==> config.mk <==
export PLATFORM = sky130hd
export DESIGN_NAME = lagrange_interpolation_eval
export DESIGN_NICKNAME = d
export VERILOG_FILES = /design/src/sv/lie_pkg.sv /design/src/sv/lagrange_interpolation_eval.sv /design/src/sv/lie_ram.sv /design/src/sv/lie_alu.sv
export SDC_FILE = /design/constraint.sdc
export NUM_CORES = 2
export LEC_CHECK = 0
export BUFFER_PORTS_ARGS = -buffer_cell sky130_fd_sc_hd__buf_2
export CAP_MARGIN = 20
export CORE_ASPECT_RATIO = 1.75
export CORE_MARGIN = 4
export CORE_UTILIZATION = 40
export DETAILED_ROUTE_END_ITERATION = 10
export PLACE_DENSITY = 0.52
export REMOVE_ABC_BUFFERS = 1
export SLEW_MARGIN = 30
export SYNTH_ARGS = -nofsm -noshare
export SYNTH_HDL_FRONTEND = slang
export SYNTH_SLANG_ARGS = --single-unit
==> constraint.sdc <==
create_clock -name clock -period 10.96 [get_ports clock]
set_clock_uncertainty 0.1 [all_clocks]
set_input_delay 1.644 -clock clock [delete_from_list [all_inputs] [get_ports clock]]
set_output_delay 1.644 -clock clock [all_outputs]
set_load 0.005 [all_outputs]
==> src/sv/lie_pkg.sv <==
package lie_pkg;

   // fixed field widths
   localparam int DATA_W   = 32;
   localparam int DEGREE_W = 4;
   localparam int WIDE_W   = 64;

   // clamp bound for products and partial sums: 2^62 - 1
   localparam logic signed [WIDE_W-1:0] WIDE_CAP = 64'sh3FFF_FFFF_FFFF_FFFF;

   typedef enum logic [3:0] {
      ST_IDLE,
      ST_DUP_RK,
      ST_DUP_LK,
      ST_DUP_RJ,
      ST_DUP_CMP,
      ST_DUP_END,
      ST_EV_RI,
      ST_EV_LI,
      ST_EV_JCHK,
      ST_EV_LJ,
      ST_EV_DIV,
      ST_EV_MUL,
      ST_TERM_W,
      ST_EMIT,
      ST_CLR
   } state_type;

   typedef enum logic {
      OP_MUL,
      OP_DIV
   } alu_op_type;

   typedef struct packed {
      logic       start;
      alu_op_type op;
   } alu_req_type;

   typedef struct packed {
      logic busy;
      logic done;
      logic sat;
   } alu_rsp_type;

endpackage

==> src/sv/lagrange_interpolation_eval.sv <==
// Lagrange interpolation evaluator. Nodes (x, y) in signed fixed point load one per
// cycle into an on-chip store of MAX_POINTS entries; extra nodes are dropped and
// flagged. The node marked last starts evaluation at query x for every degree k
// from 1 to n-1, one result per degree in ascending order, and the block takes no
// node until the run is over. All multiplies and divides go through one bit-serial
// unit. Each factor costs one divide, one multiply and two sequencing steps; each
// result may wait on the result channel, and a final step clears the store at the
// end of the run. A degree whose nodes share an x value skips the arithmetic and
// returns zero with divide_error set.
module lagrange_interpolation_eval #(
   parameter int MAX_POINTS = 8,
   parameter int FRAC_BITS  = 16
) (
   input  logic                                clock,
   input  logic                                reset,
   input  logic                                req_valid,
   output logic                                req_ready,
   input  logic signed [lie_pkg::DATA_W-1:0]   req_node_x,
   input  logic signed [lie_pkg::DATA_W-1:0]   req_node_y,
   input  logic                                req_last_point,
   output logic                                rsp_valid,
   input  logic                                rsp_ready,
   output logic [lie_pkg::DEGREE_W-1:0]        rsp_degree,
   output logic signed [lie_pkg::DATA_W-1:0]   rsp_interp_value,
   output logic                                rsp_divide_error,
   output logic                                rsp_overflow_flag,
   output logic                                rsp_last_result,
   input  logic                                csr_wr_en,
   input  logic signed [lie_pkg::DATA_W-1:0]   csr_wr_data
);

   localparam int CNT_W = $clog2(MAX_POINTS + 1);
   localparam int IDX_W = $clog2(MAX_POINTS);
   localparam int DW    = lie_pkg::DATA_W;
   localparam int W     = lie_pkg::WIDE_W;

   lie_pkg::state_type      state_ff, state_in;
   logic [CNT_W-1:0]        count_ff, count_in;
   logic                    dropped_ff, dropped_in;
   logic signed [DW-1:0]    query_ff;
   logic [CNT_W-1:0]        k_ff, k_in;
   logic [CNT_W-1:0]        i_ff, i_in;
   logic [CNT_W-1:0]        j_ff, j_in;
   logic signed [DW-1:0]    xi_ff, xi_in;
   logic signed [DW-1:0]    yi_ff, yi_in;
   logic signed [W-1:0]     p_ff, p_in;
   logic signed [W-1:0]     sum_ff, sum_in;
   logic                    sat_ff, sat_in;
   logic                    dup_ff, dup_in;

   logic                    rsp_valid_ff, rsp_valid_in;
   logic [lie_pkg::DEGREE_W-1:0] rsp_degree_ff, rsp_degree_in;
   logic signed [DW-1:0]    rsp_value_ff, rsp_value_in;
   logic                    rsp_dup_ff, rsp_dup_in;
   logic                    rsp_ovf_ff, rsp_ovf_in;
   logic                    rsp_last_ff, rsp_last_in;

   logic                    wr_en;
   logic [IDX_W-1:0]        rd_addr;
   logic [2*DW-1:0]         rd_data;
   logic signed [DW-1:0]    rd_x, rd_y;
   logic [CNT_W-1:0]        n_new;

   lie_pkg::alu_req_type    alu_req;
   lie_pkg::alu_rsp_type    alu_rsp;
   logic signed [W-1:0]     alu_a, alu_b, alu_res;

   logic signed [W:0]       acc_sum;
   logic signed [W-1:0]     acc_clamp;
   logic                    acc_sat;
   logic signed [DW-1:0]    val32;
   logic                    val_sat;
   logic                    slot_free;

   // node store
   lie_ram #(
      .WIDTH (2 * DW),
      .DEPTH (MAX_POINTS)
   ) u_store (
      .clock   (clock),
      .wr_en   (wr_en),
      .wr_addr (count_ff[IDX_W-1:0]),
      .wr_data ({req_node_x, req_node_y}),
      .rd_addr (rd_addr),
      .rd_data (rd_data)
   );

   assign rd_x = rd_data[2*DW-1:DW];
   assign rd_y = rd_data[DW-1:0];

   // shared arithmetic unit
   lie_alu #(
      .FRAC_BITS (FRAC_BITS)
   ) u_alu (
      .clock  (clock),
      .reset  (reset),
      .req    (alu_req),
      .op_a   (alu_a),
      .op_b   (alu_b),
      .rsp    (alu_rsp),
      .result (alu_res)
   );

   assign req_ready = (state_ff == lie_pkg::ST_IDLE);
   assign wr_en     = req_valid && req_ready && (count_ff < CNT_W'(MAX_POINTS));
   assign n_new     = wr_en ? count_ff + CNT_W'(1) : count_ff;
   assign slot_free = !rsp_valid_ff || rsp_ready;

   // running sum with clamp
   assign acc_sum = W'(sum_ff) + W'(alu_res);
   always_comb begin
      acc_sat   = 1'b0;
      acc_clamp = acc_sum[W-1:0];
      if (acc_sum > (W+1)'(lie_pkg::WIDE_CAP)) begin
         acc_clamp = lie_pkg::WIDE_CAP;
         acc_sat   = 1'b1;
      end else if (acc_sum < -(W+1)'(lie_pkg::WIDE_CAP)) begin
         acc_clamp = -lie_pkg::WIDE_CAP;
         acc_sat   = 1'b1;
      end
   end

   // final clamp to 32 bits
   always_comb begin
      val_sat = 1'b0;
      val32   = sum_ff[DW-1:0];
      if (sum_ff > W'(64'sd2147483647)) begin
         val32   = 32'sh7FFF_FFFF;
         val_sat = 1'b1;
      end else if (sum_ff < -W'(64'sd2147483648)) begin
         val32   = 32'sh8000_0000;
         val_sat = 1'b1;
      end
   end

   // sequencer
   always_comb begin
      state_in      = state_ff;
      count_in      = count_ff;
      dropped_in    = dropped_ff;
      k_in          = k_ff;
      i_in          = i_ff;
      j_in          = j_ff;
      xi_in         = xi_ff;
      yi_in         = yi_ff;
      p_in          = p_ff;
      sum_in        = sum_ff;
      sat_in        = sat_ff;
      dup_in        = dup_ff;
      rsp_valid_in  = rsp_valid_ff && !rsp_ready;
      rsp_degree_in = rsp_degree_ff;
      rsp_value_in  = rsp_value_ff;
      rsp_dup_in    = rsp_dup_ff;
      rsp_ovf_in    = rsp_ovf_ff;
      rsp_last_in   = rsp_last_ff;
      rd_addr       = j_ff[IDX_W-1:0];
      alu_req.start = 1'b0;
      alu_req.op    = lie_pkg::OP_MUL;
      alu_a         = p_ff;
      alu_b         = alu_res;
      unique case (state_ff)
         lie_pkg::ST_IDLE: begin
            if (req_valid) begin
               count_in = n_new;
               if (!wr_en) begin
                  dropped_in = 1'b1;
               end
               if (req_last_point) begin
                  k_in   = CNT_W'(1);
                  dup_in = 1'b0;
                  state_in = (n_new >= CNT_W'(2)) ? lie_pkg::ST_DUP_RK : lie_pkg::ST_CLR;
               end
            end
         end
         lie_pkg::ST_DUP_RK: begin
            rd_addr  = k_ff[IDX_W-1:0];
            sat_in   = 1'b0;
            state_in = lie_pkg::ST_DUP_LK;
         end
         lie_pkg::ST_DUP_LK: begin
            xi_in    = rd_x;
            j_in     = '0;
            state_in = lie_pkg::ST_DUP_RJ;
         end
         lie_pkg::ST_DUP_RJ: begin
            state_in = lie_pkg::ST_DUP_CMP;
         end
         lie_pkg::ST_DUP_CMP: begin
            if (rd_x == xi_ff) begin
               dup_in = 1'b1;
            end
            j_in     = j_ff + CNT_W'(1);
            state_in = (j_ff + CNT_W'(1) == k_ff) ? lie_pkg::ST_DUP_END : lie_pkg::ST_DUP_RJ;
         end
         lie_pkg::ST_DUP_END: begin
            sum_in   = '0;
            i_in     = '0;
            state_in = dup_ff ? lie_pkg::ST_EMIT : lie_pkg::ST_EV_RI;
         end
         lie_pkg::ST_EV_RI: begin
            rd_addr  = i_ff[IDX_W-1:0];
            state_in = lie_pkg::ST_EV_LI;
         end
         lie_pkg::ST_EV_LI: begin
            xi_in    = rd_x;
            yi_in    = rd_y;
            p_in     = W'(1) << FRAC_BITS;
            j_in     = '0;
            state_in = lie_pkg::ST_EV_JCHK;
         end
         lie_pkg::ST_EV_JCHK: begin
            if (j_ff > k_ff) begin
               // term for node i: product times y_i
               alu_req.start = 1'b1;
               alu_b         = W'(yi_ff);
               state_in      = lie_pkg::ST_TERM_W;
            end else if (j_ff == i_ff) begin
               j_in = j_ff + CNT_W'(1);
            end else begin
               state_in = lie_pkg::ST_EV_LJ;
            end
         end
         lie_pkg::ST_EV_LJ: begin
            // factor (q - x_j) / (x_i - x_j)
            alu_req.start = 1'b1;
            alu_req.op    = lie_pkg::OP_DIV;
            alu_a         = W'(query_ff) - W'(rd_x);
            alu_b         = W'(xi_ff) - W'(rd_x);
            state_in      = lie_pkg::ST_EV_DIV;
         end
         lie_pkg::ST_EV_DIV: begin
            if (alu_rsp.done) begin
               alu_req.start = 1'b1;
               state_in      = lie_pkg::ST_EV_MUL;
            end
         end
         lie_pkg::ST_EV_MUL: begin
            if (alu_rsp.done) begin
               p_in     = alu_res;
               sat_in   = sat_ff || alu_rsp.sat;
               j_in     = j_ff + CNT_W'(1);
               state_in = lie_pkg::ST_EV_JCHK;
            end
         end
         lie_pkg::ST_TERM_W: begin
            if (alu_rsp.done) begin
               sum_in   = acc_clamp;
               sat_in   = sat_ff || alu_rsp.sat || acc_sat;
               i_in     = i_ff + CNT_W'(1);
               state_in = (i_ff == k_ff) ? lie_pkg::ST_EMIT : lie_pkg::ST_EV_RI;
            end
         end
         lie_pkg::ST_EMIT: begin
            if (slot_free) begin
               rsp_valid_in  = 1'b1;
               rsp_degree_in = lie_pkg::DEGREE_W'(k_ff);
               rsp_value_in  = dup_ff ? '0 : val32;
               rsp_dup_in    = dup_ff;
               rsp_ovf_in    = dropped_ff || (!dup_ff && (sat_ff || val_sat));
               rsp_last_in   = (k_ff + CNT_W'(1) == count_ff);
               k_in          = k_ff + CNT_W'(1);
               state_in      = (k_ff + CNT_W'(1) == count_ff) ?
                               lie_pkg::ST_CLR : lie_pkg::ST_DUP_RK;
            end
         end
         lie_pkg::ST_CLR: begin
            count_in   = '0;
            dropped_in = 1'b0;
            state_in   = lie_pkg::ST_IDLE;
         end
         default: begin
            state_in = lie_pkg::ST_IDLE;
         end
      endcase
   end

   always_ff @(posedge clock) begin
      if (reset) begin
         state_ff     <= lie_pkg::ST_IDLE;
         count_ff     <= '0;
         dropped_ff   <= 1'b0;
         query_ff     <= '0;
         rsp_valid_ff <= 1'b0;
      end else begin
         state_ff     <= state_in;
         count_ff     <= count_in;
         dropped_ff   <= dropped_in;
         rsp_valid_ff <= rsp_valid_in;
         if (csr_wr_en) begin
            query_ff <= csr_wr_data;
         end
      end
      k_ff          <= k_in;
      i_ff          <= i_in;
      j_ff          <= j_in;
      xi_ff         <= xi_in;
      yi_ff         <= yi_in;
      p_ff          <= p_in;
      sum_ff        <= sum_in;
      sat_ff        <= sat_in;
      dup_ff        <= dup_in;
      rsp_degree_ff <= rsp_degree_in;
      rsp_value_ff  <= rsp_value_in;
      rsp_dup_ff    <= rsp_dup_in;
      rsp_ovf_ff    <= rsp_ovf_in;
      rsp_last_ff   <= rsp_last_in;
   end

   assign rsp_valid         = rsp_valid_ff;
   assign rsp_degree        = rsp_degree_ff;
   assign rsp_interp_value  = rsp_value_ff;
   assign rsp_divide_error  = rsp_dup_ff;
   assign rsp_overflow_flag = rsp_ovf_ff;
   assign rsp_last_result   = rsp_last_ff;

endmodule

==> src/sv/lie_ram.sv <==
module lie_ram #(
   parameter int WIDTH = 64,
   parameter int DEPTH = 8
) (
   input  logic                     clock,
   input  logic                     wr_en,
   input  logic [$clog2(DEPTH)-1:0] wr_addr,
   input  logic [WIDTH-1:0]         wr_data,
   input  logic [$clog2(DEPTH)-1:0] rd_addr,
   output logic [WIDTH-1:0]         rd_data
);

   logic [WIDTH-1:0] mem_ff [DEPTH];
   logic [WIDTH-1:0] rd_data_ff;

   // one write port, one registered read port
   always_ff @(posedge clock) begin
      if (wr_en) begin
         mem_ff[wr_addr] <= wr_data;
      end
      rd_data_ff <= mem_ff[rd_addr];
   end

   assign rd_data = rd_data_ff;

endmodule

==> src/sv/lie_alu.sv <==
module lie_alu #(
   parameter int FRAC_BITS = 16
) (
   input  logic                                   clock,
   input  logic                                   reset,
   input  lie_pkg::alu_req_type                   req,
   input  logic signed [lie_pkg::WIDE_W-1:0]      op_a,
   input  logic signed [lie_pkg::WIDE_W-1:0]      op_b,
   output lie_pkg::alu_rsp_type                   rsp,
   output logic signed [lie_pkg::WIDE_W-1:0]      result
);

   localparam int W = lie_pkg::WIDE_W;

   logic                 busy_ff, busy_in;
   logic                 done_ff, done_in;
   logic [6:0]           cnt_ff, cnt_in;
   lie_pkg::alu_op_type  op_ff, op_in;
   logic                 neg_ff, neg_in;
   logic [W-1:0]         ma_ff, ma_in;
   logic [W-1:0]         mb_ff, mb_in;
   logic [2*W-1:0]       acc_ff, acc_in;

   logic [W-1:0]         mag_a, mag_b;
   logic [W:0]           add_sum;
   logic [W:0]           trial;
   logic [W:0]           diff;
   logic [W-1:0]         mag_r;
   logic                 mul_sat;

   assign mag_a = op_a[W-1] ? (W'(0) - W'(op_a)) : W'(op_a);
   assign mag_b = op_b[W-1] ? (W'(0) - W'(op_b)) : W'(op_b);

   // one bit per cycle: shift-add multiply or restoring divide
   always_comb begin
      busy_in = busy_ff;
      done_in = 1'b0;
      cnt_in  = cnt_ff;
      op_in   = op_ff;
      neg_in  = neg_ff;
      ma_in   = ma_ff;
      mb_in   = mb_ff;
      acc_in  = acc_ff;
      add_sum = {1'b0, acc_ff[2*W-1:W]} + (mb_ff[0] ? {1'b0, ma_ff} : (W+1)'(0));
      trial   = {acc_ff[2*W-1:W], acc_ff[W-1]};
      diff    = trial - {1'b0, mb_ff};
      if (req.start && !busy_ff) begin
         busy_in = 1'b1;
         cnt_in  = '0;
         op_in   = req.op;
         neg_in  = op_a[W-1] ^ op_b[W-1];
         if (req.op == lie_pkg::OP_DIV) begin
            ma_in  = '0;
            mb_in  = mag_b;
            acc_in = {W'(0), mag_a << FRAC_BITS};
         end else begin
            ma_in  = mag_a;
            mb_in  = mag_b;
            acc_in = '0;
         end
      end else if (busy_ff) begin
         if (op_ff == lie_pkg::OP_DIV) begin
            if (!diff[W]) begin
               acc_in = {diff[W-1:0], acc_ff[W-2:0], 1'b1};
            end else begin
               acc_in = {trial[W-1:0], acc_ff[W-2:0], 1'b0};
            end
         end else begin
            acc_in = {add_sum, acc_ff[W-1:1]};
            mb_in  = mb_ff >> 1;
         end
         cnt_in = cnt_ff + 7'd1;
         if (cnt_ff == 7'(W - 1)) begin
            busy_in = 1'b0;
            done_in = 1'b1;
         end
      end
   end

   always_ff @(posedge clock) begin
      if (reset) begin
         busy_ff <= 1'b0;
         done_ff <= 1'b0;
      end else begin
         busy_ff <= busy_in;
         done_ff <= done_in;
      end
      cnt_ff <= cnt_in;
      op_ff  <= op_in;
      neg_ff <= neg_in;
      ma_ff  <= ma_in;
      mb_ff  <= mb_in;
      acc_ff <= acc_in;
   end

   // result: product scaled down and clamped, or quotient
   assign mul_sat = |acc_ff[2*W-1:FRAC_BITS+62];
   always_comb begin
      if (op_ff == lie_pkg::OP_DIV) begin
         mag_r = acc_ff[W-1:0];
      end else if (mul_sat) begin
         mag_r = W'(lie_pkg::WIDE_CAP);
      end else begin
         mag_r = {2'b00, acc_ff[FRAC_BITS+61:FRAC_BITS]};
      end
   end

   assign result   = neg_ff ? -$signed(mag_r) : $signed(mag_r);
   assign rsp.busy = busy_ff;
   assign rsp.done = done_ff;
   assign rsp.sat  = (op_ff == lie_pkg::OP_MUL) && mul_sat;

endmodule

Word-level counts from Yosys, hierarchy flattened
Memories as Yosys holds them, arrays and structs flattened. A register that Yosys moved wholly into a read port is not among the register bits.
Index checks and enable logic that the tools add are counted.
- input bits: 102
- output and inout bits: 41
- register bits after elaboration: 554
- memories kept: 1
- logic and storage cells: 205
- memory bits (writable): 512
- reductions and logical operators: 40
- equal/unequal tests: 32
- bitwise logic cells: 4
- add/sub/neg operators: 13
- multiplexer cells: 79
- order comparisons: 7
- memory list (memory ; words ; width ; read ports ; clocked after Yosys merged registers in ; write ports ; line ; text):
    u_store.mem_ff ; 8 ; 64 ; 1 ; 1 ; 1 ; lie_ram.sv:13 ; logic [WIDTH-1:0] mem_ff [DEPTH];
- operators by type and width (kind ; number):
    64-bit 2-to-1 mux ; 14
    128-bit 2-to-1 mux ; 4
    64-bit case mux with 2 select lines ; 3
    1-bit by 64-bit subtractor with 64-bit output, first input constant ; 2
    4-bit 2-to-1 mux ; 21
    32-bit by 32-bit subtractor with 33-bit output ; 2
    64-bit by 64-bit adder with 65-bit output ; 1
    64-bit by 65-bit adder with 65-bit output ; 1
    65-bit by 63-bit > comparator with 1-bit output, second input constant ; 1
    65-bit by 63-bit less-than comparator with 1-bit output, second input constant ; 1
    65-bit by 64-bit subtractor with 65-bit output ; 1
    64-bit by 32-bit > comparator with 1-bit output, second input constant ; 1
    64-bit by 32-bit less-than comparator with 1-bit output, second input constant ; 1
    64-bit negation ; 1
    63-bit 2-to-1 mux ; 1
    62-bit 2-to-1 mux ; 1
    4-bit case mux with 14 select lines ; 1
    50-bit OR reduction ; 1
    32-bit equality test ; 1
    32-bit 2-to-1 mux ; 1
    31-bit 2-to-1 mux ; 1
    4-bit equality test, second input constant ; 7
    4-bit case mux with 2 select lines ; 3
    1-bit 2-to-1 mux ; 22
    other kinds (33) ; 82

Logic depth before layout (Yosys ltp)
- word-level depth: 12
- depth in mapped cells: 33
- gate-level depth less buffers: 27

Hierarchy
A second synthesis with hierarchy kept.
- cells, all modules: 6242
- area total of the unflattened synthesis: 66701.5 um^2
- modules (own cells, without submodules) (module ; cells each ; times used ; seq. area each (um^2) ; area an instance (um^2)):
    lie_alu ; 3029 ; 1 ; 7927.6 ; 24816.3
    lagrange_interpolation_eval ; 2397 ; 1 ; 8197.9 ; 21338.0
    lie_ram ; 816 ; 1 ; 16656.0 ; 20547.2

Least setup slack after synthesis
No wires, ideal clock.
- path kind: register -> register
- start: register u_alu.acc_ff[121]
- end: register sum_ff[3] (data pin)
- setup time: 0.266 ns
- stages on the path, launching flop included: 29
- setup slack: 3.152 ns
- path buffers: 5
- period minus slack after synthesis: 7.808 ns
- data required time: 10.594 ns
- arrival: 7.442 ns
- cells stage by stage: edfxtp_1 nor4_2 nand2_2 nor4_2 clkbuf_1 o2bb2ai_1 ha_1 nand2_1 and3b_1 o211ai_1 clkbuf_1 or3_1 o21ai_0 xnor2_1 ha_1 clkbuf_1 a21oi_1 a21oi_1 or4b_2 o311ai_1 nand3_1 xor2_1 or4b_2 nor4_1 a21o_1 a21o_1 clkbuf_1 clkbuf_1 nor2_1
- word-level cells in the longest chain between the ends: 11
- elaborated cells on any way between the ends: 12
- those cells by class: add/sub: 2; order compare: 2; mux: 7; reduce/logical: 1
- ends and longest elaborated chain (what ; line ; text):
    start: declaration ; lie_alu.sv:22 ; logic [2*W-1:0] acc_ff, acc_in;
    start signal: assignment ; lie_alu.sv:93 ; acc_ff <= acc_in;
    50-bit OR reduction * ; lie_alu.sv:97 ; assign mul_sat = |acc_ff[2*W-1:FRAC_BITS+62];
    62-bit 2-to-1 mux * ; lie_alu.sv:101 ; end else if (mul_sat) begin
    64-bit 2-to-1 mux * ; lie_alu.sv:99 ; if (op_ff == lie_pkg::OP_DIV) begin
    64-bit negation ; lie_alu.sv:108 ; assign result = neg_ff ? -$signed(mag_r) : $signed(mag_r);
    64-bit 2-to-1 mux * ; lie_alu.sv:108 ;
    net alu_res[28] ; lagrange_interpolation_eval.sv:66 ; logic signed [W-1:0] alu_a, alu_b, alu_res;
    64-bit by 64-bit adder with 65-bit output * ; lagrange_interpolation_eval.sv:110 ; assign acc_sum = W'(sum_ff) + W'(alu_res);
    65-bit by 63-bit less-than comparator with 1-bit output ; lagrange_interpolation_eval.sv:117 ; end else if (acc_sum < -(W+1)'(lie_pkg::WIDE_CAP)) begin
    64-bit 2-to-1 mux ; lagrange_interpolation_eval.sv:117 ;
    64-bit 2-to-1 mux * ; lagrange_interpolation_eval.sv:114 ; if (acc_sum > (W+1)'(lie_pkg::WIDE_CAP)) begin
    64-bit 2-to-1 mux * ; lagrange_interpolation_eval.sv:246 ; if (alu_rsp.done) begin
    64-bit case mux with 2 select lines * ; lagrange_interpolation_eval.sv:161 ; unique case (state_ff)
    end signal: assignment ; lagrange_interpolation_eval.sv:299 ; sum_ff <= sum_in;
    end: declaration ; lagrange_interpolation_eval.sv:47 ; logic signed [W-1:0] sum_ff, sum_in;
The timed path passes the listed nets; every way through them passes the cells marked *. The select of a mux whose other input is x is not followed.
A chain may end at the register's enable or synchronous reset.

Worst setup path after layout
- start: register u_alu.acc_ff[94]
- end: register sum_ff[39] (data pin)
Same word-level chain as after synthesis.

==> PnR_summary.wiki <==
{| class="wikitable"
! Metric !! Value
|-
| Status || complete, no violations
|-
| Number of setup violations in the final report || 0
|-
| Mux share of post-synthesis cell area || 0.0262
|-
| Maximum frequency from static timing analysis || 100 MHz
|-
| Sum of negative setup slack || 0 ns
|-
| CTS Hold Buffers Added || 0
|-
| Layout cells sized above 1 || 0.0866
|-
| Final number of max-transition violations || 0
|-
| Largest family of logic cells by synthesized area || simple AND/OR/NAND/NOR gates
|-
| Via count of the first global-routing pass || 55.4k
|-
| Maximum Capacitance Violations || 0
|-
| Summed instance area of the synthesized netlist || 68400 um2
|-
| Num ports || 143
|-
| Area growth from synthesis to layout || 10.2%
|-
| Final count of hold timing violations || 0
|-
| Power density normalized to cell area || 321 nW/um2
|-
| Die span in x || 321 um
|-
| Destination of the worst register-to-register timing path || sum_ff[39]$_SDFFCE_PN0P_
|-
| Critical path class || reg2reg
|-
| Wire length of the first global-routing pass || 378000 um
|-
| Leakage power figure || 0.0287 uW
|-
| Synthesized area per cell || 9.64 um2
|-
| Number of levels in the clock H-tree || 3
|-
| Most common cell after layout, fill and taps aside || edfxtp_1
|-
| Synthesized-area fraction occupied by ao, oa, aoi and oai cells || 0.165
|-
| Most frequent cells in the layout || edfxtp_1, nand2_1, nor2_1
|-
| Startpoint of the lowest-slack hold path || u_store.rd_data[27]$_DFF_P_
|-
| Hold Path End || yi_ff[27]$_DFFE_PP_
|-
| Count of buffers from port buffering || 142
|-
| Worst-case clock buffer depth || 3
|-
| Source-to-sink clock delay at the later pin of the worst-skew pair || 0.77 ns
|-
| Residual overflow from global routing || 0
|-
| Highest fanout seen on the critical path || 36
|-
| Setup Fix Bufs, Post-CTS || 0
|-
| Global routing usage summed across all routing layers || 0.288
|-
| Sequential cell area fraction in the yosys report || 0.479
|-
| Largest net degree at the start of global routing || 141
|-
| Number of flops mapped to enable cells by yosys || 1015
|-
| Worst min path class || reg2reg
|-
| FP Rows || 200
|-
| Area enclosed by the die boundary || 178000 um2
|-
| Most used flip-flop cell after synthesis || edfxtp_1
|-
| Worst reg2reg startpoint || u_alu.acc_ff[94]$_SDFFCE_PP0P_
|-
| Cell at the root of the clock tree || clkbuf_16
|-
| Critical Path AT || 10.35 ns
|-
| Vias per cell || 5.91
|-
| Summed area of non-filler cells in the final layout || 75400 um2
|-
| Headroom to the max-slew limit || 0.262
|-
| Post-synthesis register bit count || 1130
|-
| Fraction of the cycle the final worst path needs || 0.908
|-
| Ys async rst share || 0
|-
| Initial antenna violation count || 27
|-
| Post-CTS clock slew at the launch and capture registers of the worst setup and hold paths || 0.07 ns
|-
| Wire length after detailed routing || 263000 um
|-
| Total core area || 170000 um2
|-
| Worst VDD drop || 0.278 mV
|-
| First DRT Iteration DRCs || 4071
|-
| Worst-Margin Slew || 1.10 ns
|-
| Worst R2R Path Depth || 26
|-
| Count of cells along the worst hold path || 0
|-
| Final RePlAce weighted congestion || 1.02
|-
| Slack of the worst reg-to-reg path || 1.01 ns
|-
| Parity-gate share of the synthesized area counting xor and xnor cells || 0.0493
|-
| Number of nets in the finished design || 7478
|-
| Clock sink count || 1130
|-
| Average wire per standard cell || 27.9 um
|-
| Crit path required time || 11.35 ns
|-
| Final worst path period need || 9.95 ns
|-
| TritonCTS clock tree || built
|-
| Area of placed instances || 71800 um2
|-
| Kind of launch point of the worst setup path || flip-flop
|-
| Unrepaired setup endpoints after global routing || false
|-
| Number of vias after detailed routing || 55.8k
|-
| Final ANT Viol Nets || 0
|-
| Y dimension of the die || 555 um
|-
| Final hold slack || 0.299 ns
|-
| Starting density of the core || 0.403
|-
| Number of search-and-repair iterations in the first detailed-routing pass || 9
|-
| Count of unresolved DRC violations after routing || 0
|-
| Synthesis warning total || 0
|-
| Post-cts repair resize count || 0
|-
| Simple-Gate Fraction of Synth Area || 0.195
|-
| Post-synthesis adder-cell area fraction || 0.0505
|-
| Synth unique cells || 115
|-
| CP Capture Type || flip-flop
|-
| TritonCTS Buffers || 108
|-
| Synthesized instance count || 7101
|-
| DPL Wire Length || 196000 um
|}
-- area by class of cell --
cell class / instances / area [um2]
timing repair buffer: 275 / 1840
multi-input combinational: 5367 / 33600
clock buffer: 138 / 2840
tap: 2222 / 2780
inverter: 221 / 842
sequential: 1130 / 32800
fill: 16400 / 94500
clock inverter: 66 / 696
antenna: 15 / 37.5
-- Yosys cell counts (18+ instances only) --
library cell / number / share of area
and2_1: 150 / 0.014
o22ai_1: 33 / 0.0030
mux2_2: 24 / 0.0039
and3_1: 59 / 0.0054
xor2_1: 162 / 0.021
buf_2: 26 / 0.0019
nand4_1: 71 / 0.0065
nor3b_1: 18 / 0.0020
a211oi_1: 84 / 0.0092
a41oi_1: 22 / 0.0028
nand2_1: 997 / 0.055
or2_2: 31 / 0.0028
or3_1: 53 / 0.0048
edfxtp_1: 1015 / 0.45
a31oi_1: 70 / 0.0064
ha_1: 268 / 0.049
o21bai_1: 57 / 0.0063
nor2b_1: 36 / 0.0033
o31a_1: 23 / 0.0029
nor3_1: 116 / 0.0085
o31ai_1: 51 / 0.0056
o21a_1: 56 / 0.0061
nor2_1: 617 / 0.034
mux2i_1: 152 / 0.022
clkbuf_1: 312 / 0.017
a21oi_1: 433 / 0.032
inv_1: 216 / 0.012
xnor2_1: 221 / 0.028
dfxtp_1: 115 / 0.034
a21o_1: 155 / 0.017
o21ai_1: 25 / 0.0018
a2bb2oi_1: 21 / 0.0027
o21ai_0: 388 / 0.028
o211ai_1: 36 / 0.0039
buf_1: 40 / 0.0022
nand2b_1: 68 / 0.0062
nor4_1: 59 / 0.0054
nand3_1: 429 / 0.031
and4_1: 18 / 0.0023
-- registers in the layout (all words and copies together) (netlist names), 4 cells and up --
register	count
u_store.mem_ff	512
xi_ff	32
i_ff	4
j_ff	4
u_alu.acc_ff	128
query_ff	32
rsp_degree	4
u_alu.cnt_ff	7
yi_ff	32
p_ff	64
state_ff	4
sum_ff	64
u_alu.ma_ff	64
k_ff	4
u_alu.mb_ff	64
rsp_interp_value	32
u_store.rd_data	64
count_ff	4
-- report_power, final --
group          switching [uW]  leakage [uW]  internal [uW]
logic                    9240        0.0167           4600
clock network            1790       0.00170           2050
registers                 677        0.0103           5810
total                   11700        0.0287          12500
-- per-layer routing --
metal / vias to the layer above / part of all wire / global-route usage
li1: 26100 / - / -
met1: 27000 / 0.34 / 0.286
met2: 1838 / 0.51 / 0.520
met3: 734 / 0.046 / 0.0442
met4: 34 / 0.11 / 0.248
met5: - / 0.0011 / 0
-- metrics by stage --
| step | cells | power (uW) | worst slack [ns] | utilization |
|---|---|---|---|---|
| after detailed placement | 9213 | 20300 | 1.25 | 0.422 |
| final | 9434 | 24200 | 1.01 | 0.444 |
| after global placement | 9211 | 20200 | 1.31 | 0.422 |
| after global routing | 9426 | 25600 | 0.509 | 0.444 |
| after CTS | 9417 | 24200 | 1.26 | 0.443 |
| after floorplan | 6718 | 16000 | -5.51 | - |
-- cells by family (layout without fill, tap and decap cells) --
family,after synthesis,after routing
adders and majority gates,273,273
and+or+nand+nor,2818,2818
other,0,15
muxes,176,176
buffers and inverters,604,700
DFF,1130,1130
xor gates and xnor gates,384,384
AOI/OAI and AO/OA,1716,1716
-- how the worst max path moves through the flow --
stage | cells after the start | endpoint | slack [ns] | from
after floorplan | 23 | sum_ff[10]$_SDFFCE_PN0P_ | -5.51 | u_alu.op_ff$_DFFE_PP_
after global placement | 27 | sum_ff[5]$_SDFFCE_PN0P_ | 1.31 | u_alu.acc_ff[94]$_SDFFCE_PP0P_
after detailed placement | 26 | sum_ff[9]$_SDFFCE_PN0P_ | 1.25 | u_alu.acc_ff[94]$_SDFFCE_PP0P_
after CTS | 26 | sum_ff[39]$_SDFFCE_PN0P_ | 1.26 | u_alu.acc_ff[94]$_SDFFCE_PP0P_
after global routing | 27 | sum_ff[37]$_SDFFCE_PN0P_ | 0.51 | u_alu.acc_ff[94]$_SDFFCE_PP0P_
final | 26 | sum_ff[39]$_SDFFCE_PN0P_ | 1.01 | u_alu.acc_ff[94]$_SDFFCE_PP0P_
-- worst max-delay path, cell delays in order, from the launching register on --
cell	delay, ns
edfxtp_1	0.44
nor4_1	0.80
nand4_1	0.73
or4_1	0.78
o31ai_1	0.42
ha_1	0.25
nand2_1	0.08
and3b_1	0.23
o211ai_1	0.19
buf_4	0.25
nor4_1	0.67
or3_1	0.24
nand2_1	0.11
ha_1	0.23
a21oi_1	0.22
o21bai_1	0.26
or4b_2	0.75
o311ai_0	0.33
o311ai_0	0.40
nor3_1	0.28
nand4b_1	0.15
or4_1	0.53
nor4_1	0.48
a21o_1	0.20
a21o_1	0.13
buf_4	0.36
a21oi_1	0.10
Power figures use the tool's default switching activity.
